$ cat config.mk
export PLATFORM = sky130hd
export DESIGN_NAME = asf_div_cell
export DESIGN_NICKNAME = d
export VERILOG_FILES = /design/src/hdl/asf_pkg.sv /design/src/hdl/asf_div_cell.sv
export SDC_FILE = /design/constraint.sdc
export NUM_CORES = 1
export LEC_CHECK = 0
export ABC_AREA = 1
export BUFFER_PORTS_ARGS = -buffer_cell sky130_fd_sc_hd__buf_2
export CAP_MARGIN = 15
export CORE_AREA = 2 2 333 335
export DETAILED_ROUTE_END_ITERATION = 10
export DIE_AREA = 0 0 335 337
export GPL_TIMING_DRIVEN = 0
export HOLD_SLACK_MARGIN = 0.15
export PLACE_DENSITY = 0.45
export SLEW_MARGIN = 40
export SYNTH_ARGS = -nofsm -noshare
export SYNTH_HDL_FRONTEND = slang
export SYNTH_SLANG_ARGS = --single-unit
export TNS_END_PERCENT = 20
$ cat constraint.sdc
create_clock -name aclk -period 4.12 [get_ports aclk]
set_clock_uncertainty 0.05 [all_clocks]
set_input_delay 0.824 -clock aclk [delete_from_list [all_inputs] [get_ports aclk]]
set_output_delay 0.824 -clock aclk [all_outputs]
set_load 0.005 [all_outputs]
$ cat src/hdl/asf_pkg.sv
// Shared types and constants for the anchored spring force pipeline.
package asf_pkg;

    localparam int FRAC_BITS_DEF = 16;

    // Widths fixed by the Q16.16-style coordinate fields.
    localparam int COORD_W = 32;
    localparam int DIFF_W  = 33;
    localparam int RAD_W   = 66;
    localparam int ROOT_W  = 33;
    localparam int PARM_W  = 31;
    localparam int DATA_W  = 32;
    localparam int IDX_W   = 3;

    // Configuration register indexes.
    localparam logic [IDX_W-1:0] REG_ANCHOR_X    = 3'd0;
    localparam logic [IDX_W-1:0] REG_ANCHOR_Y    = 3'd1;
    localparam logic [IDX_W-1:0] REG_ANCHOR_Z    = 3'd2;
    localparam logic [IDX_W-1:0] REG_STIFFNESS   = 3'd3;
    localparam logic [IDX_W-1:0] REG_DAMPING     = 3'd4;
    localparam logic [IDX_W-1:0] REG_REST_LENGTH = 3'd5;

    // Per-item context carried alongside the root and divider cells.
    typedef struct packed {
        logic [2:0][DIFF_W-1:0]  w_mag;
        logic [2:0]              w_neg;
        logic [2:0][COORD_W-1:0] vel;
        logic                    on_anchor;
    } ctx_t;

endpackage

$ cat src/hdl/asf_div_cell.sv
// One quotient bit of the three-lane direction divider.
module asf_div_cell #(
    parameter int NW  = 49,
    parameter int QW  = 17,
    parameter int BIT = 0
) (
    input  logic                          aclk,
    input  logic                          aresetn,
    input  logic                          en,
    input  logic                          in_vld,
    input  logic [2:0][NW-1:0]            in_rem,
    input  logic [2:0][QW-1:0]            in_quo,
    input  logic [asf_pkg::ROOT_W-1:0]    in_root,
    input  asf_pkg::ctx_t                 in_ctx,
    output logic                          out_vld,
    output logic [2:0][NW-1:0]            out_rem,
    output logic [2:0][QW-1:0]            out_quo,
    output logic [asf_pkg::ROOT_W-1:0]    out_root,
    output asf_pkg::ctx_t                 out_ctx
);
    logic                       vld_reg;
    logic [NW-1:0]              trial;
    logic [2:0][NW-1:0]         rem_next;
    logic [2:0][QW-1:0]         quo_next;
    logic [2:0][NW-1:0]         rem_reg;
    logic [2:0][QW-1:0]         quo_reg;
    logic [asf_pkg::ROOT_W-1:0] root_reg;
    asf_pkg::ctx_t              ctx_reg;

    assign trial = NW'(in_root) << BIT;

    always_comb begin
        for (int i = 0; i < 3; i++) begin
            rem_next[i] = in_rem[i];
            quo_next[i] = in_quo[i];
            if (in_rem[i] >= trial) begin
                rem_next[i] = in_rem[i] - trial;
                quo_next[i] = in_quo[i] | (QW'(1) << BIT);
            end
        end
    end

    always_ff @(posedge aclk) begin
        if (!aresetn) begin
            vld_reg <= 1'b0;
        end else if (en) begin
            vld_reg <= in_vld;
        end
        if (en) begin
            rem_reg  <= rem_next;
            quo_reg  <= quo_next;
            root_reg <= in_root;
            ctx_reg  <= in_ctx;
        end
    end

    assign out_vld  = vld_reg;
    assign out_rem  = rem_reg;
    assign out_quo  = quo_reg;
    assign out_root = root_reg;
    assign out_ctx  = ctx_reg;
endmodule

=== After elaboration in Yosys (flattened, before gate mapping) ===
Index checks and enable logic that the tools add are counted.
Widths: inputs -> output; s select.

* Add/sub/neg operators: 3
* $lt $le $gt $ge: 3
* Mux-type cells: 3

{| class="wikitable"
|+ Operators with widths
! cell !! count
|-
| $ge 49x33->1 || 3
|-
| $mux 49 || 3
|-
| $sub 49x33->49 || 3
|}

* Flip-flop bits (word level): 431
* Bits of input ports: 434
* Logic and storage cells: 28

=== Depth between registers and ports, before layout ===
* Depth in word-level cells: 2
* Depth in mapped cells: 16
* Mapped depth without buffers: 15

=== Worst setup path after synthesis ===
OpenSTA, ideal clock, no wires.

* Path type: input-to-reg
* Start point: in in_root[8] in the netlist's numbering
* End point: reg rem_reg, in the netlist out_rem[11] (data pin)
* Library setup time: 0.252 ns
* Data arrival time: 2.341 ns
* Setup slack: 1.477 ns
* Stages on the path: 15
* Path buffers: 2
* Path through: inv_1 -> ha_1 -> nand2_1 -> inv_2 -> nand2_1 -> nand2_1 -> nand3b_2 -> nand2_1 -> nand2_2 -> nand2_2 -> nand2_4 -> buf_6 -> buf_6 -> nand2_1 -> nand2_1

{| class="wikitable"
|+ RTL lines
! element !! line !! text
|-
| start, declared || asf_div_cell.sv:13 || <nowiki>input logic [asf_pkg::ROOT_W-1:0] in_root,</nowiki>
|-
| end signal, assigned || asf_div_cell.sv:50 || <nowiki>rem_reg <= rem_next;</nowiki>
|-
| end, declared || asf_div_cell.sv:25 || <nowiki>logic [2:0][NW-1:0] rem_reg;</nowiki>
|}

==> metrics.txt <==
area growth from synthesis to layout=31.02%; Initial DRC Count=1822; Routed Antenna Nets=0; R2R Path End=out_vld; CTS Buffer Depth=3; number of antenna violations at the first check in global routing=65; asr flop ratio synth=0%; Synth Flop Type=edfxtp_1; Critical Path Start=in_root[32]; initial core utilization=23.80%; synthesized area=26090 µm²; Worst path top cell family by delay=buffers and inverters; worst r2r src=out_vld; Die Y=337 µm; # rows=122; Ys Warns=0; Post-route DRC=0; Hold Violations, Final=0; Post-synth EDFFs=430; CTS tree=yes; Slew HR=42.85%; detailed-route wire length=140500 µm; critical path endpoint=out_rem[35]; Num CTS Buffers=55; WS Path Type=in -> reg; worst vdd ir=0.2896 mV; CP peak stage delay=0.62 ns; CP Depth=14; arrival time worst endpoint=3.64 ns; I/O Pins=865; vias per cell=4.399; most used cell along the critical path=nand2_1; Post-Synthesis Net Count=3832; min-delay worst type=in -> reg; slowest CP cell=inv_1; Core Footprint=109600 µm²; WP data required=4.45 ns; GR Overflow Total=0; Worst-Skew Late Latency=0.64 ns; Detailed Place HPWL=121000 µm; via count=25100; Pleak=0.01716 µW; Post-Syn Area per Cell=7.916 µm²; f_max=0.3022 GHz; fin area=34180 µm²; maximum fanout along the worst path=10; Worst Max-Slew Pin Slew=0.8563 ns; Port Buffers=864; clock net sink count=431; CP bufs+invs=5; fillers=12100; commonest cells after routing, fill and taps aside=1299 x nand2_1, 867 x buf_2, 637 x inv_1; worst path cell trace=buf_2 > inv_1 > ha_1 > nand2_1 > inv_1 > nand2_1 > nor2_1 > nor2_1 > nand2_1 > nor2_2 > nand2_4 > inv_2 > buf_2 > a21oi_1; post-CTS setup buffers=0; Seq/Total Area, Yosys=49.57%; Hold Slack=0.2788 ns; Pwr per Cell Area=387.1 nW/µm²; R2R depth=2; CTS Hold Bufs=0; R2R Setup Slk=3.43 ns; Worst-path clk slew=0.07 ns; share of layout cells above drive strength 1=25.72%; CTS H-tree depth=2; Setup violations, final=0; DR pass1 iterations=6; wire per inst=24.63 µm; Die Width=335 µm; die area=112900 µm²; Tmin final=3.309 ns; Synth cell types=41; FF+latch count, synth=431; Final period util=80.31%; largest net degree at the start of global routing=68; outcome=completed; global-route wire length before repair=187700 µm; critical path endpoint category=register; GP Congestion=0.9377; CTS root buffer=clkbuf_16; Final Net Count=4760; critical path startpoint category=primary input; Post-DP Area=32390 µm²; commonest non-fill, non-tap cell in the layout=nand2_1; # resized after CTS=0; vias in the first global route=24260; Pins Over Slew Limit=0; all-layer global routing usage=24.05%; RSZ-0062 raised after global routing=false; cell count after synthesis=3296; max-capacitance violation count=0
==> kinds of logic (layout without fill, tap and decap cells) <==
logic type               after synthesis  in the layout  synth area share [%]
XOR/XNOR                              58             58                 1.947
AND/OR/NAND/NOR                     1894           1894                 30.16
flip-flops                           431            431                 49.57
other                                  0             11                     0
AO/OA/AOI/OAI                        139            139                 3.141
adder cells (fa/ha/maj)              102            102                 4.978
buffers and inverters                672           1645                 10.21
==> layer usage <==
layer	vias to the layer above	routed length, µm	track usage (%)
met4	44	6016	8.921
met5	-	287	0
met1	11680	53680	27.24
li1	12250	-	-
met2	910	70950	43.65
met3	210	9579	5.711
==> Yosys cell counts (14+ instances only) <==
master       n  area share, %
a21oi_1     84            1.6
a21oi_2     14           0.47
edfxtp_1   430             49
ha_1        99            4.7
inv_1      637            9.2
nand2_1   1299             19
nand2_2     26           0.62
nand3_1    163            3.1
nand3b_1    18           0.52
nand4_1     57            1.4
nor2_1     241            3.5
nor2_2      31           0.74
nor3_1      19           0.36
o21ai_0     18           0.35
o21ai_2     17           0.57
xnor2_1     16           0.54
xor2_1      42            1.4
==> power breakdown <==
| part | total [µW] | internal (µW) | switching (µW) |
|---|---|---|---|
| logic | 2850 | 965 | 1890 |
| clock network | 4870 | 2700 | 2170 |
| registers | 5500 | 5340 | 158 |
| total | 13200 | 9010 | 4220 |
==> per-stage QoR <==
| stage | util (%) | power [µW] | setup slack, ns | setup TNS, ns | cells |
|---|---|---|---|---|---|
| finish | 31.19 | 13230 | 0.8113 | 0 | 5706 |
| global route | 31.16 | 13870 | 0.7338 | 0 | 5695 |
| CTS | 31.16 | 13470 | 0.8616 | 0 | 5695 |
| detailed placement | 29.56 | 8473 | 0.1386 | 0 | 5593 |
| global placement | 29.38 | 8529 | -5.487 | -2192.64 | 5586 |
| floorplan | - | 6819 | 1.477 | 0 | 3296 |
==> sequential cells by signal, indices dropped and copies added (netlist names) <==
name,cells
out_ctx,199
out_root,33
out_vld,1
out_quo,51
out_rem,147
==> layout make-up <==
class                   count  area (µm²)  share of cell area, %
diodes                     11       27.53                0.08053
clock buffers              65        1435                  4.198
flip-flops and latches    431       12930                  37.83
clock inverters            37       326.6                 0.9553
plain buffers              23       220.2                 0.6442
inverters                 649        2444                  7.149
multi-input cells        2193       10490                  30.70
repair buffers            871        4519                  13.22
well taps                1426        1784                  5.220
==> worst min-delay path by stage <==
stage,end,start,cells past startpoint
6_report,out_ctx[16],in_ctx[16],1
5_1_grt,out_ctx[0],in_ctx[0],1
4_1_cts,out_ctx[16],in_ctx[16],1
3_5_place_dp,out_vld,out_vld,2
3_3_place_gp,out_vld,out_vld,2
2_1_floorplan,out_vld,out_vld,2
==> worst register-to-register path, stage by stage (launching register included) <==
cell and delay (ns):
dfxtp_1 0.30, o21ai_0 0.17, a21oi_1 0.05
Note: power is estimated with default switching activity, not from simulation.
