## src/hdl/asf_pkg.sv

```systemverilog
// Shared types and constants for the anchored spring force pipeline.
package asf_pkg;

    localparam int FRAC_BITS_DEF = 16;

    // Widths fixed by the Q16.16-style coordinate fields.
    localparam int COORD_W = 32;
    localparam int DIFF_W  = 33;
    localparam int RAD_W   = 66;
    localparam int ROOT_W  = 33;
    localparam int PARM_W  = 31;
    localparam int DATA_W  = 32;
    localparam int IDX_W   = 3;

    // Configuration register indexes.
    localparam logic [IDX_W-1:0] REG_ANCHOR_X    = 3'd0;
    localparam logic [IDX_W-1:0] REG_ANCHOR_Y    = 3'd1;
    localparam logic [IDX_W-1:0] REG_ANCHOR_Z    = 3'd2;
    localparam logic [IDX_W-1:0] REG_STIFFNESS   = 3'd3;
    localparam logic [IDX_W-1:0] REG_DAMPING     = 3'd4;
    localparam logic [IDX_W-1:0] REG_REST_LENGTH = 3'd5;

    // Per-item context carried alongside the root and divider cells.
    typedef struct packed {
        logic [2:0][DIFF_W-1:0]  w_mag;
        logic [2:0]              w_neg;
        logic [2:0][COORD_W-1:0] vel;
        logic                    on_anchor;
    } ctx_t;

endpackage

```

## src/hdl/asf_sqrt_cell.sv

```systemverilog
// One bit of the integer square root: trial subtract on the residual.
module asf_sqrt_cell #(
    parameter int BIT = 0
) (
    input  logic                          aclk,
    input  logic                          aresetn,
    input  logic                          en,
    input  logic                          in_vld,
    input  logic [asf_pkg::RAD_W-1:0]     in_rem,
    input  logic [asf_pkg::ROOT_W-1:0]    in_root,
    input  asf_pkg::ctx_t                 in_ctx,
    output logic                          out_vld,
    output logic [asf_pkg::RAD_W-1:0]     out_rem,
    output logic [asf_pkg::ROOT_W-1:0]    out_root,
    output asf_pkg::ctx_t                 out_ctx
);
    localparam int TW = asf_pkg::RAD_W + 1;
    localparam logic [TW-1:0] SQ_BIT = TW'(1) << (2 * BIT);

    logic          vld_reg;
    logic [TW-1:0] trial;
    logic          take;
    logic [asf_pkg::RAD_W-1:0]  rem_next;
    logic [asf_pkg::ROOT_W-1:0] root_next;
    logic [asf_pkg::RAD_W-1:0]  rem_reg;
    logic [asf_pkg::ROOT_W-1:0] root_reg;
    asf_pkg::ctx_t              ctx_reg;

    // With only bits above BIT set in the root, (r + 2^BIT)^2 - r^2 is this trial.
    assign trial = (TW'(in_root) << (BIT + 1)) + SQ_BIT;
    assign take  = {1'b0, in_rem} >= trial;

    always_comb begin
        rem_next  = in_rem;
        root_next = in_root;
        if (take) begin
            rem_next  = asf_pkg::RAD_W'({1'b0, in_rem} - trial);
            root_next = in_root | (asf_pkg::ROOT_W'(1) << BIT);
        end
    end

    always_ff @(posedge aclk) begin
        if (!aresetn) begin
            vld_reg <= 1'b0;
        end else if (en) begin
            vld_reg <= in_vld;
        end
        if (en) begin
            rem_reg  <= rem_next;
            root_reg <= root_next;
            ctx_reg  <= in_ctx;
        end
    end

    assign out_vld  = vld_reg;
    assign out_rem  = rem_reg;
    assign out_root = root_reg;
    assign out_ctx  = ctx_reg;
endmodule

```

## config.mk

```make
export PLATFORM = sky130hd
export DESIGN_NAME = asf_sqrt_cell
export DESIGN_NICKNAME = d
export VERILOG_FILES = /design/src/hdl/asf_pkg.sv /design/src/hdl/asf_sqrt_cell.sv
export SDC_FILE = /design/constraint.sdc
export NUM_CORES = 1
export LEC_CHECK = 0
export BUFFER_PORTS_ARGS = -buffer_cell sky130_fd_sc_hd__buf_2
export CAP_MARGIN = 20
export CELL_PAD_IN_SITES_DETAIL_PLACEMENT = 0
export CELL_PAD_IN_SITES_GLOBAL_PLACEMENT = 1
export CORE_AREA = 4 4 234 236
export CTS_CLUSTER_SIZE = 12
export DETAILED_ROUTE_END_ITERATION = 6
export DIE_AREA = 0 0 238 240
export GPL_TIMING_DRIVEN = 0
export PLACE_DENSITY = 0.63
export SLEW_MARGIN = 20
export SYNTH_ARGS = -nofsm -noshare
export SYNTH_HDL_FRONTEND = slang
export SYNTH_SLANG_ARGS = --single-unit
```

## constraint.sdc

```tcl
create_clock -name aclk -period 4.1 [get_ports aclk]
set_clock_uncertainty 0.15 [all_clocks]
set_input_delay 0.41 -clock aclk [delete_from_list [all_inputs] [get_ports aclk]]
set_output_delay 0.41 -clock aclk [all_outputs]
set_load 0.03 [all_outputs]
```

# Word-level counts from Yosys, hierarchy flattened

Cells that the tools add are included.

Input bits: 302
Output and inout bits: 299
Register bits: 299
Logic and storage cells: 16

Order comparisons: 1
Add/sub/neg operators: 2
Mux-type cells: 1

Operators with widths:

| cell                                           | count |
|---|---|
| greater-or-equal comparator 66 x 35 -> 1 bit   | 1 |
| 2-to-1 mux 66 bit                              | 1 |
| subtractor 66 x 35 -> 66 bit                   | 1 |
| adder 34 x 1 -> 35 bit (second input constant) | 1 |

# Longest topological paths before layout

Word-level depth: 3
Depth in mapped cells: 14
Mapped depth without buffers: 11

# Least setup slack after synthesis

Ideal clock, no wire load.

Kind: input to register
Start: input port in_root[14] (netlist bit)
End: register rem_reg, in the netlist out_rem[52] (data pin)
Cell stages on the path: 12
Buffers on the path: 2
Data required time: 3692 ps
Setup time: 258 ps
Path slack: 792 ps
Arrival: 2901 ps
Cell sequence: inv_1 -> ha_1 -> clkbuf_1 -> nand3_1 -> or3_1 -> or4_1 -> o21ai_1 -> or4_1 -> nor3b_2 -> clkbuf_1 -> nand4_1 -> xnor2_1

Word-level cells in the longest chain between the ends: 3

Ends and longest elaborated chain:

| element                                                                                      | line                                     | RTL |
|---|---|---|
| from (decl)                                                                                  | asf_sqrt_cell.sv:10                      | `input logic [asf_pkg::ROOT_W-1:0] in_root,` |
| adder 34 x 1 -> 35 bit (*)                                                                   | asf_sqrt_cell.sv:30                      | `assign trial = (TW'(in_root) << (BIT + 1)) + SQ_BIT;` |
| subtractor 66 x 35 -> 66 bit or greater-or-equal comparator 66 x 35 -> 1 bit (tied branches) | asf_sqrt_cell.sv:37, asf_sqrt_cell.sv:31 |  |
| 2-to-1 mux 66 bit (*)                                                                        | asf_sqrt_cell.sv:36                      | `if (take) begin` |
| net rem_next, one bit                                                                        | asf_sqrt_cell.sv:23                      | `logic [asf_pkg::RAD_W-1:0] rem_next;` |
| to (signal assigned)                                                                         | asf_sqrt_cell.sv:49                      | `rem_reg <= rem_next;` |
| to (decl)                                                                                    | asf_sqrt_cell.sv:25                      | `logic [asf_pkg::RAD_W-1:0] rem_reg;` |

The timed path passes the listed nets; every way through them passes the cells marked *.
A chain may end at the register's enable or synchronous reset.

# Worst setup path in the final report

Start: input port in_root[2] (netlist bit)
End: register rem_reg, in the netlist out_rem[60] (data pin)

The elaborated chain is that of the path after synthesis.

==> metrics <==
cell leakage power=~8.4 nW; remaining global-route overflow=0; final setup fails=0; Detail Route Antenna Nets=0; total of fill cells in the finished design=5090; detailed placement HPWL=between 40000 and 50000 um; Synth Cell Area=approximately 12000 um2; total negative setup slack=0 ns; power density over the cells=~440 nW/um2; sequential fraction of the synthesis area=between 70% and 80%; initial antenna violation count=20; Layout Cell Area excl Fill=20000 um2; pre-CTS worst setup slack=-0.504 ns; clock latency of the later-clocked register in the worst-skew pair=0.53 ns; number of vias in the routed layout=roughly 11000; clock transition time at the flip-flop clock pins of the worst setup and hold paths=roughly 0.060 ns; Startpoint Class=input port; final hold violation count=0; cell at the root of the clock tree=sky130_fd_sc_hd__clkbuf_16; worst slew slack as a fraction of its limit=roughly two fifths; critical path capture point type=register; worst setup slack for register-to-register paths=about 2.8 ns; Primary FF master, synth=sky130_fd_sc_hd__edfxtp_1; worst supply voltage drop on vdd=between 200 and 300 uV; vertical die dimension=240 um; class of the tightest hold or removal check=in2reg; cell count after synthesis=about 830; flops & latches, synth=between 200 and 300; Tightest Pin Transition=between 0.8 and 0.9 ns; power consumption=roughly 8.9 mW; Achievable Freq=256 MHz; Required @ worst endpoint=~4.2 ns; Initial DRC Count=between 600 and 700; clock buffer count from CTS=38; routed wirelength normalized by instance count=23.0 um; beginning of the critical path=in_root[2]; maximum level of the CTS H-tree=2; DRC violations left=0; die extent in x=roughly 240 um; initial core utilization=a little under a quarter; Worst R2R Path Depth=3; arrival time reported for the critical path endpoint=around 4.0 ns; standard cell area after detailed placement=16300 um2; Port Buffers=600; share of flip-flops with an asynchronous set or reset after synthesis=0%; total number of yosys warnings=0; CTS Buffer Depth=3; Final min period=approximately 3.9 ns; instance count along the most critical hold path=3; Mapped Nets=around 1200; I/O pin count=601; status=finished clean; die area=between 50000 and 60000 um2; min-delay src=in_rem[15]; count of flip-flops with a built-in enable after synthesis=between 200 and 300; total count of max-transition violations in the final report=0; cell breakdown of the critical path=dlygate4sd3_1, buf_2, inv_1, ha_1, o21a_1, o31a_1, o21ai_0, o221a_2, nor3_1, nor3b_2, clkbuf_2, nand4_1, xnor2_1; first-pass GRT wire length=slightly below 80000 um; final critical-path share of the clock period=95.3%; synthesized area divided by synthesized cell count=14.9 um2; post-synthesis to final-layout area growth=62.4%; commonest non-fill, non-tap cell in the layout=sky130_fd_sc_hd__buf_2; fraction of layout cells with a size suffix above 1=roughly two fifths; number of sinks driven by the clock tree=roughly 300; max_cap viols=0; GRT Total Usage=18.4%; endpoint of the worst hold path=out_rem[15]; highest cell delay on the worst timing path=around 0.53 ns; Detailed Routing Iterations Pass 1=4; maximum fanout along the worst path=10; RSZ-0062 raised after global routing=false; start of the worst register-to-register path=out_vld; final core utilization=between 30% and 40%; number of nets in the finished design=~2100; fin cells=~2400; worst hold margin=around 0.046 ns; master of the slowest instance on the critical path=sky130_fd_sc_hd__dlygate4sd3_1; floorplan core area=approximately 52000 um2; CTS tree=built; via count of the first global-routing pass=approximately 11000; Crit Path Category=in2reg; commonest cells after routing, fill and taps aside=sky130_fd_sc_hd__buf_2 (601), sky130_fd_sc_hd__edfxtp_1 (298), sky130_fd_sc_hd__dlygate4sd3_1 (248), sky130_fd_sc_hd__nand2_1 (71), sky130_fd_sc_hd__inv_1 (44); number of post-CTS setup repair buffers=0; final RePlAce weighted congestion=around 0.85; final wirelength=roughly 56000 um; count of cell types in the netlist=63; maximum number of pins on one net before global-route repair=106; vias per cell=about 4.4; number of instances in the placed design=~2100; Setup WS post-layout=slightly below 0.2 ns; number of standard-cell rows in the floorplan=84; Worst R2R End=out_vld
what timing repair did:
item | in CTS | in global routing
hold buffers | 248 | 0
hold endpoints to repair | 257 | 0
gates resized for setup | 0 | 3
endpoints found under the setup margin | 0 | 8
area by class of cell:
| type | instances | area (um2) | area share (%) |
|---|---|---|---|
| well taps | 688 | 861 | 4.30 |
| flip-flops and latches | 299 | 8970 | 44.8 |
| inverters | 44 | 165 | 0.824 |
| diodes | 7 | 17.5 | 0.0874 |
| multi-input cells | 456 | 3050 | 15.2 |
| repair buffers | 851 | 5580 | 27.8 |
| clock inverters | 16 | 189 | 0.943 |
| clock buffers | 53 | 1050 | 5.23 |
| plain buffers | 28 | 158 | 0.787 |
synth_stat cells (2+ instances only):
cell / number / area, um2
sky130_fd_sc_hd__nand2_1: 71 / 267
sky130_fd_sc_hd__mux2i_1: 3 / 30.0
sky130_fd_sc_hd__inv_1: 44 / 165
sky130_fd_sc_hd__o41ai_1: 2 / 17.5
sky130_fd_sc_hd__buf_6: 6 / 67.6
sky130_fd_sc_hd__edfxtp_1: 298 / 8950
sky130_fd_sc_hd__o21a_1: 9 / 67.6
sky130_fd_sc_hd__o21ai_0: 20 / 100
sky130_fd_sc_hd__buf_2: 2 / 10.0
sky130_fd_sc_hd__o31a_1: 2 / 17.5
sky130_fd_sc_hd__a21o_1: 15 / 113
sky130_fd_sc_hd__nor4_1: 12 / 75.1
sky130_fd_sc_hd__nor3_1: 19 / 95.1
sky130_fd_sc_hd__nor2_1: 27 / 101
sky130_fd_sc_hd__nand4_1: 19 / 119
sky130_fd_sc_hd__clkbuf_1: 19 / 71.3
sky130_fd_sc_hd__nor3b_1: 3 / 22.5
sky130_fd_sc_hd__o211ai_1: 8 / 60.1
sky130_fd_sc_hd__a211o_1: 3 / 26.3
sky130_fd_sc_hd__o31ai_1: 3 / 22.5
sky130_fd_sc_hd__nand3b_1: 3 / 22.5
sky130_fd_sc_hd__mux2_2: 3 / 33.8
sky130_fd_sc_hd__xor2_1: 30 / 263
sky130_fd_sc_hd__xnor2_1: 29 / 254
sky130_fd_sc_hd__or3_1: 9 / 56.3
sky130_fd_sc_hd__ha_1: 34 / 425
sky130_fd_sc_hd__and2_1: 3 / 18.8
sky130_fd_sc_hd__a31oi_1: 5 / 31.3
sky130_fd_sc_hd__o21bai_1: 4 / 30.0
sky130_fd_sc_hd__nand3_1: 7 / 35.0
sky130_fd_sc_hd__a21oi_1: 36 / 180
sky130_fd_sc_hd__nand2b_1: 5 / 31.3
sky130_fd_sc_hd__a211oi_1: 6 / 45.0
sky130_fd_sc_hd__o21ai_1: 26 / 130
sky130_fd_sc_hd__nor2b_1: 5 / 31.3
sky130_fd_sc_hd__or4_1: 7 / 52.6
sky130_fd_sc_hd__or2_2: 4 / 25.0
power breakdown:
part	internal [mW]	total, mW	switching (mW)	leakage, nW
sequential	3.68	3.75	0.0693	2.93
clock	1.99	3.33	1.34	0.590
combinational	0.613	1.81	1.19	4.87
per-layer routing:
metal  GRT usage [%]  wire [um]  vias to the layer above  part of all wire, %
li1                -          -                     4930                    -
met3            5.87       4330                      124                  7.7
met1            20.5      20800                     5205                   37
met2            32.6      28400                      437                   50
met5               0        146                        -                 0.26
met4            7.70       2550                       22                  4.5
kinds of logic after synthesis:
group                    count (synthesis)  share of synthesized area (%)
flip-flops                             299                           72.7
AND/OR/NAND/NOR                        205                           8.67
AO/OA/AOI/OAI                          151                           7.71
buffers and inverters                   72                           2.61
XOR/XNOR                                59                           4.19
adder cells (fa/ha/maj)                 35                           3.61
multiplexers                             6                          0.517
how the worst max path moves through the flow:
stage	endpoint	slack, ns	cells past startpoint
floorplan	out_rem[52]	0.79	12
global placement	out_vld	-2.05	3
detailed placement	out_rem[60]	-0.50	13
CTS	out_rem[60]	0.02	13
global route	out_rem[52]	0.01	13
finish	out_rem[60]	0.19	13
flip-flops by register name, indices dropped and copies added (netlist names):
| name | count |
|---|---|
| out_rem | 66 |
| out_ctx | 199 |
| out_vld | 1 |
| out_root | 33 |
critical path, delay by kind of cell:
kind            cells  cell delay [ns]
compound gates      4             1.23
xor+xnor            1             0.19
fa+ha+maj           1             0.33
buf+inv             4             1.06
simple gates        3             0.80
Power figures use the tool's default switching activity.
