**config.mk**
```make
export PLATFORM = sky130hd
export DESIGN_NAME = asf_skid
export DESIGN_NICKNAME = d
export VERILOG_FILES = /design/src/hdl/asf_skid.sv
export SDC_FILE = /design/constraint.sdc
export NUM_CORES = 1
export LEC_CHECK = 0
export BUFFER_PORTS_ARGS = -buffer_cell sky130_fd_sc_hd__buf_4
export CAP_MARGIN = 15
export CORE_MARGIN = 2
export CORE_UTILIZATION = 50
export DETAILED_ROUTE_END_ITERATION = 16
export PLACE_DENSITY = 0.78
export REMOVE_ABC_BUFFERS = 1
export SLEW_MARGIN = 10
export SYNTH_ARGS = -nofsm -noshare
export SYNTH_HDL_FRONTEND = slang
export SYNTH_SLANG_ARGS = --single-unit
```
**constraint.sdc**
```tcl
create_clock -name aclk -period 19.7 [get_ports aclk]
set_clock_uncertainty 0.2 [all_clocks]
set_input_delay 3.94 -clock aclk [delete_from_list [all_inputs] [get_ports aclk]]
set_output_delay 3.94 -clock aclk [all_outputs]
set_load 0.03 [all_outputs]
```
**src/hdl/asf_skid.sv**
```systemverilog
// Two-entry output buffer that decouples the pipeline from the result channel.
module asf_skid #(
    parameter int W = 97
) (
    input  logic         aclk,
    input  logic         aresetn,
    input  logic         in_vld,
    output logic         in_rdy,
    input  logic [W-1:0] in_data,
    output logic         out_vld,
    input  logic         out_rdy,
    output logic [W-1:0] out_data
);
    logic [1:0]   cnt_reg, cnt_next;
    logic [W-1:0] head_reg, tail_reg;
    logic         push, pop;

    assign in_rdy   = (cnt_reg != 2'd2);
    assign out_vld  = (cnt_reg != 2'd0);
    assign out_data = head_reg;
    assign push     = in_vld && in_rdy;
    assign pop      = out_vld && out_rdy;

    always_comb begin
        cnt_next = cnt_reg;
        if (push && !pop) begin
            cnt_next = cnt_reg + 2'd1;
        end else if (pop && !push) begin
            cnt_next = cnt_reg - 2'd1;
        end
    end

    always_ff @(posedge aclk) begin
        if (!aresetn) begin
            cnt_reg <= 2'd0;
        end else begin
            cnt_reg <= cnt_next;
        end
        if (pop && cnt_reg == 2'd2) begin
            head_reg <= tail_reg;
        end else if (push && (cnt_reg == 2'd0 || pop)) begin
            head_reg <= in_data;
        end
        if (push && cnt_reg == 2'd1 && !pop) begin
            tail_reg <= in_data;
        end
    end
endmodule

```
[Yosys cells after proc, flatten, opt, wreduce, memory -nomap -nowiden]
Index checks and enable logic that the tools add are counted.
W data, S select, Z words.
Operators by class
  add/sub/neg operators: 2
  equality and inequality tests: 3
  mux-type cells: 4
  reduce and logical (&&, ||, !) cells: 15
Operators with widths (count)
  $mux W97: 2
  $logic_and A1 B1 Y1: 8
  $reduce_bool A2 Y1: 3
  $mux W2: 2
  $add A2 B1 Y2 const B: 1
  $eq A2 B1 Y1 const B: 1
  $eq A2 B2 Y1 const B: 1
  $logic_not A1 Y1: 2
  $logic_not A2 Y1: 1
  $ne A2 B2 Y1 const B: 1
  $sub A2 B1 Y2 const B: 1
  $logic_or A1 B1 Y1: 1
Storage, ports and cells
  flip-flop bits (word level): 196
  input port bits: 101
  output and inout port bits: 99
  logic and storage cells: 27

[Logic depth before layout (Yosys ltp)]
Gate-level depths: netlist (run 1).
  depth after elaboration: 6
  depth in mapped cells: 7
  gate-level depth less buffers: 5

[Worst setup path before layout (run 1)]
OpenSTA, ideal clock, no wires.
  path kind: input port to flip-flop
  from: in out_rdy
  to: reg head_reg[0], in the netlist out_data[0], enable pin
  setup time: 0.585 ns
  arrival: 8.722 ns
  data required time: 18.915 ns
  slack: 10.193 ns
  stages on the path: 2
  path buffers: 0
  cell sequence: o22ai_1 a21oi_1
Between the ends
  word-level cells in the longest chain between the ends: 4
  elaborated cells between the ends (all ways): 5
  those cells by class: reduce/logical: 5
Ends and longest elaborated chain
  start: declaration: line 11  | input logic out_rdy,
  $logic_and A1 B1 Y1 *: line 22  | assign pop = out_vld && out_rdy;
  $logic_or A1 B1 Y1: line 41  | end else if (push && (cnt_reg == 2'd0 || pop)) begin
  $logic_and A1 B1 Y1: line 41
  $reduce_bool A2 Y1 (no source line) *
  end signal: assignment: line 40  | head_reg <= tail_reg;
  end signal: assignment: line 42  | head_reg <= in_data;
  end: declaration: line 15  | logic [W-1:0] head_reg, tail_reg;
Every way passes the cells marked *; elsewhere a longest branch is shown, timed or not.
A chain may end at the register's enable or synchronous reset.

[Worst setup path after layout (run 1)]
  from: in in_vld
  to: reg tail_reg[65], enable pin
Between the ends
  word-level cells in the longest chain between the ends: 3
Ends and longest elaborated chain
  start: declaration: line 7  | input logic in_vld,
  $logic_and A1 B1 Y1: line 21  | assign push = in_vld && in_rdy;
  $logic_and A1 B1 Y1 (2 in series): line 44  | if (push && cnt_reg == 2'd1 && !pop) begin
  end signal: assignment: line 45  | tail_reg <= in_data;
  end: declaration: line 15
Every way passes these cells.

==> results of run 1 <==
## Yosys cell counts, drive strengths merged
| cell | instances |
|---|---|
| nand2 | 3 |
| edfxtp | 194 |
| nand3 | 1 |
| mux2 | 97 |
| xnor2 | 1 |
| nor2b | 1 |
| and3 | 1 |
| a21oi | 1 |
| ha | 3 |
| buf | 10 |
| nand2b | 1 |
| o211ai | 1 |
| dfxtp | 2 |
| nand4 | 1 |
| mux2i | 1 |
| o22ai | 1 |
| inv | 4 |
| or4b | 1 |
## how the worst max path moves through the flow
stage                        from           end  slack (ps)  depth (start not counted)
after floorplan           out_rdy   out_data[0]       10190                          2
after global placement    out_rdy   out_data[0]       13500                          4
after detailed placement   in_vld  tail_reg[80]       13430                          4
after CTS                 out_rdy  out_data[12]       13880                          4
after global routing       in_vld  tail_reg[24]       13750                          4
final                      in_vld  tail_reg[65]       13880                          4
## kinds of logic (layout without fill, tap and decap cells)
logic type,count (synthesis),count (layout)
flops,196,196
mux,98,98
buf+inv,14,239
simple gates,9,9
fa+ha+maj,3,3
compound gates,3,3
xor+xnor,1,1
## stage by stage
step                      utilization [%]  area, um^2
after floorplan                         -        7220
after global placement               62.6        8990
after detailed placement             62.6        8990
after CTS                            66.3        9520
after global routing                 66.3        9520
final                                66.3        9520
## worst max-delay path, delay by kind of cell
| family | cells | cell delay, ps |
|---|---|---|
| simple gates | 2 | 860 |
| buf+inv | 2 | 770 |
## cell type report
cell class | count | area share, %
Multi-Input combinational cell | 114 | 14.3
Clock inverter | 10 | 0.893
Sequential cell | 196 | 61.6
Inverter | 4 | 0.158
Timing Repair Buffer | 203 | 16.0
Clock buffer | 22 | 4.66
Tap cell | 184 | 2.42
## power groups by stage
stage	Combinational [W]	Clock [W]	Sequential, W
global placement	0.000309	0	0.000602
floorplan	0.0000861	0	0.000718
detailed placement	0.000315	0	0.000604
finish	0.000311	0.000311	0.000596
CTS	0.000315	0.000317	0.000597
global route	0.000328	0.000336	0.000603
## layer usage
metal | track usage [%] | vias up
met4 | 6.48 | 0
met2 | 27.7 | 146
met1 | 22.2 | 1823
met5 | 0 | -
met3 | 6.27 | 17
li1 | - | 1709
==> results.md, run 1 <==
- Post-Synthesis Cells: 324
- Largest net degree at the start of global routing: 61
- Hold path depth: 2
- Die area: 15600 um^2
- Row cnt: 44
- Distinct cells, synth: 20
- Peak VDD IR: 99.2 uV
- Synth top area cells: edfxtp_1, mux2_2, mux2_4
- Root Driver: clkbuf_16
- LEAKAGE: 3.70 nW
- Met1 WL: 5510 um
- Register Area: 5870 um^2
- Worst Setup End Kind: flop
- WHS: 289 ps
- DRT Pass-1 Iters: 6
- Placement Setup Slack: 13430 ps
- Crit path largest cell delay: 690 ps
- NetSw: 0.000367 W
- Post-synthesis adder-cell area fraction: 0.515%
- Layout Cells excl Fill: 733
- Crit-path max FO: 60
- Worst r2r src: cnt_reg[0]
- Final Max Slew Viols: 0
- Starting Density: 50.7%
- Max_slew headroom: 45.4%
- Filler cells: 981
- Seq/Total Area, Yosys: 80.4%
- Run status: finished clean
- Met2 WL: 6480 um
- TNS Setup: 0 ps
- GR Util All Layers: 17.4%
- Post-route minimum period: 5820 ps
- Synth warnings: 0
- Slew @ Worst Pin: 819 ps
- CP max-delay cell: buf_4
- Diode count: 0
- H-Tree Depth: 4
- Area leader, netlist: edfxtp_1
- ANT nets after route: 0
- R2R Setup Slk: 16650 ps
- Via/cell ratio: 5.04
- Clock transition at path regs: 60 ps
- Startpoint types: primary input
- Die height: 125 um
- Highest Signal Layer: met4
- Final hold vios: 0
- Fin crit share: 29.6%
- Worst setup margin: 13880 ps
- Total global routing overflow: 0
- Worst path most repeated cell: buf_4
- Post-synthesis simple-gate area fraction: 0.772%
- F_max: 172 MHz
- Max Buffers Root-to-Sink: 2
- Mux contribution to synthesized area: 16.7%
- Commonest non-fill, non-tap cell in the layout: buf_4
- Area fraction in compound gates after synthesis: 0.257%
- # DRC: 0
- Max-Cap Viols: 0
- Clock latency on the worst-skew pair: 420 ps
- WP data required: 19540 ps
- Clock network fraction of design power: 25.6%
- Initial antenna violation count: 0
- Setup Fix Bufs, Post-CTS: 0
- Switching share of power: 30.1%
- Sequential share of power: 48.9%
- Worst Hold End: cnt_reg[0]
- Die width: 125 um
- Num CTS Buffers: 17
- Layout cells sized above 1: 59.4%
- P_int: 0.000851 W
- Core area: 14400 um^2
- Initial DRC count: 365
- CTS tree: built
- Crit path arrival time: 5660 ps
- Hold Path Class: reg -> reg
- DR WL met3: 1070 um
- Kind of critical path: in -> reg
- Vias in the first global route: 3906
- Avg Cell Area, Syn: 22.5 um^2
- Placed cell count: 701
- Synthesized cell area: 7290 um^2
- Avg WL per Cell: 18.1 um
- Hold Path Origin: cnt_reg[0]
- Share of the synthesized area in the top cell type: 79.9%
- Vias: 3695
- Area of the multi-input gates: 1360 um^2
- Final HPWL from detailed placement: 8820 um
- Clock sinks: 196
- Final setup vio count: 0
- Reg2reg path depth: 6
- Yosys reg bits: 196
- First-pass GRT wire length: 20900 um
- Main combinational cell family by area after synthesis: multiplexers
- R2r endpoint: out_data[13]
- CTS resizes: 0
- Gpl congestion: 0.769
- Io pins: 200
- Final wirelength: 13300 um
- Logic pwr share: 25.5%
- # port buffers: 199
- Post-Synth XOR/XNOR Area: 0.120%
- Cell Chain, Critical Path: buf_4 -> nor2b_1 -> and3_4 -> buf_4
- Most frequent cells in the layout: buf_4, edfxtp_1, mux2_2, mux2_4, clkbuf_16
- Post-CTS Hold Buffers: 0
- Area grow syn2layout: 30.6%
- Design Power: 0.00122 W
- RSZ-0062 raised after global routing: no
- PD cells: 128 nW/um^2
- Post-layout nets: 640
(Power assumes the default switching activity.)
==> run 2: changes to the inputs <==
--- a/config.mk
+++ b/config.mk
@@ -5,6 +5,7 @@
 export SDC_FILE = /design/constraint.sdc
 export NUM_CORES = 1
 export LEC_CHECK = 0
+export ABC_AREA = 1
 export BUFFER_PORTS_ARGS = -buffer_cell sky130_fd_sc_hd__buf_4
 export CAP_MARGIN = 15
 export CORE_MARGIN = 2
==> constraint.sdc (replaced) <==
create_clock -name aclk -period 5.78 [get_ports aclk]
set_clock_uncertainty 0.2 [all_clocks]
set_input_delay 1.156 -clock aclk [delete_from_list [all_inputs] [get_ports aclk]]
set_output_delay 1.156 -clock aclk [all_outputs]
set_load 0.03 [all_outputs]
==> results.md, run 2 <==
- Placed Area: 9030 um^2
- Clock sinks: 196
- Starting Density: 51.0%
- Distinct cells, synth: 17
- Post-route minimum period: 3790 ps
- Yosys reg bits: 196
- Worst r2r src: cnt_reg[0]
- Register Area: 5870 um^2
- Hold Path Class: reg -> reg
- Area leader, netlist: edfxtp_1
- Design Power: 0.00433 W
- Final hold vios: 0
- Initial DRC count: 354
- LEAKAGE: 4.01 nW
- Worst Setup End Kind: flop
- Seq/Total Area, Yosys: 79.4%
- Layout cells sized above 1: 31.3%
- # port buffers: 199
- Kind of critical path: reg -> reg
- Vias in the first global route: 4846
- Die width: 126 um
- Vias: 4939
- Final setup vio count: 0
- First-pass GRT wire length: 24600 um
- Hold path depth: 2
- Slew @ Worst Pin: 1110 ps
- # DRC: 0
- Placed cell count: 906
- R2r endpoint: out_data[94]
- Fin crit share: 65.5%
- Num CTS Buffers: 17
- Avg Cell Area, Syn: 13.5 um^2
- Final HPWL from detailed placement: 10100 um
- Max Buffers Root-to-Sink: 2
- H-Tree Depth: 4
- Worst Hold End: out_data[41]
- DRT Pass-1 Iters: 5
- Max-Cap Viols: 0
- Row cnt: 44
- Most frequent cells in the layout: buf_4, nand2_1, edfxtp_1, nand3_1, clkbuf_16
- Finished layout cell area: 9630 um^2
- Cell Chain, Critical Path: inv_1 -> ha_4 -> nand2_4 -> buf_4 -> nand2_4 -> buf_4
- Gpl congestion: 0.787
- Final wirelength: 15800 um
- Initial antenna violation count: 0
- Filler cells: 1052
- CP max-delay cell: ha_4
- Worst setup margin: 1990 ps
- Post-CTS Hold Buffers: 0
- Die height: 126 um
- PD cells: 449 nW/um^2
- Area grow syn2layout: 30.4%
- Clock latency on the worst-skew pair: 430 ps
- Via/cell ratio: 5.27
- CTS resizes: 0
- Core area: 14500 um^2
- RSZ-0062 raised after global routing: no
- TNS Setup: 0 ps
- R2R Setup Slk: 1990 ps
- Setup Fix Bufs, Post-CTS: 0
- Synth warnings: 0
- Clock transition at path regs: 70 ps
- Synth top area cells: edfxtp_1, nand2_1, nand3_1
- WP data required: 5640 ps
- Root Driver: clkbuf_16
- Total global routing overflow: 0
- Reg2reg path depth: 6
- Crit path largest cell delay: 880 ps
- Layout Cells excl Fill: 938
- Max_slew headroom: 26.1%
- Final Max Slew Viols: 0
- Async S/R FF share, synth: 0%
- ANT nets after route: 0
- Hold Path Origin: tail_reg[41]
- F_max: 264 MHz
- Commonest non-fill, non-tap cell in the layout: buf_4
- Peak VDD IR: 396 uV
- Diode count: 0
- Top cells by count, synth: nand2_1, edfxtp_1, nand3_1
- Post-layout nets: 846
- Startpoint types: flop
- Largest net degree at the start of global routing: 101
- Synth Flop Type: edfxtp_1
- Crit path arrival time: 3650 ps
- GR Util All Layers: 20.3%
- Post-Synthesis Cells: 549
- Crit-path max FO: 100
- Most common cell in the netlist: nand2_1
- Post-synth EDFFs: 194
- Share of the synthesized area in the top cell type: 78.8%
- Io pins: 200
- Die area: 15800 um^2
- Synthesized cell area: 7390 um^2
- Placement Setup Slack: 1780 ps
- Area of the multi-input gates: 1370 um^2
- CTS tree: built
- Avg WL per Cell: 16.9 um
- Run status: finished clean
run 2: layer usage:
metal,wire [um],up-vias,GRT usage [%]
met1,6210,2342,26.1
met3,1350,41,5.52
met5,0,-,0
li1,-,2313,-
met2,7900,243,32.7
met4,375,0,8.95
run 2: layout make-up:
type,instances,area share (%)
flip-flops and latches,196,60.9
repair buffers,205,16.2
multi-input cells,313,14.2
clock buffers,20,4.53
well taps,184,2.39
clock inverters,11,1.40
inverters,9,0.351
run 2: kinds of logic (layout without fill, tap and decap cells):
logic type / Yosys count / count (layout) / share of synthesized area [%]
adder cells (fa/ha/maj): 3 / 3 / 0.508
AO/OA/AOI/OAI: 3 / 3 / 0.203
flip-flops: 196 / 196 / 79.4
buffers and inverters: 40 / 245 / 2.49
AND/OR/NAND/NOR: 307 / 307 / 17.4
run 2: through the flow:
stage	hold slack, ps	utilization, %
5_1_grt	365	66.5
4_1_cts	351	66.3
2_1_floorplan	274	-
6_report	350	66.5
3_5_place_dp	335	62.4
3_3_place_gp	313	62.4
run 2: worst max-delay path by stage:
| stage | from | end | slack, ps | depth (start not counted) |
|---|---|---|---|---|
| floorplan | cnt_reg[0] | tail_reg[0] | -910 | 5 |
| global placement | out_rdy | out_data[49] | 1940 | 7 |
| detailed placement | out_rdy | out_data[94] | 1780 | 7 |
| CTS | cnt_reg[0] | out_data[94] | 1890 | 6 |
| global route | cnt_reg[0] | out_data[78] | 1660 | 6 |
| finish | cnt_reg[0] | out_data[94] | 1990 | 6 |
run 2: power by group:
part | switching [W] | total [W] | internal [W]
Sequential | 0.0000880 | 0.00201 | 0.00192
Clock | 0.000484 | 0.00116 | 0.000673
Combinational | 0.000817 | 0.00117 | 0.000349
run 2: worst max-delay path: cells and delay by family, from the launching register on:
| family | cells | cell delay [ps] |
|---|---|---|
| buffers and inverters | 3 | 1200 |
| DFF | 1 | 310 |
| adders and majority gates | 1 | 880 |
| and+or+nand+nor | 2 | 770 |
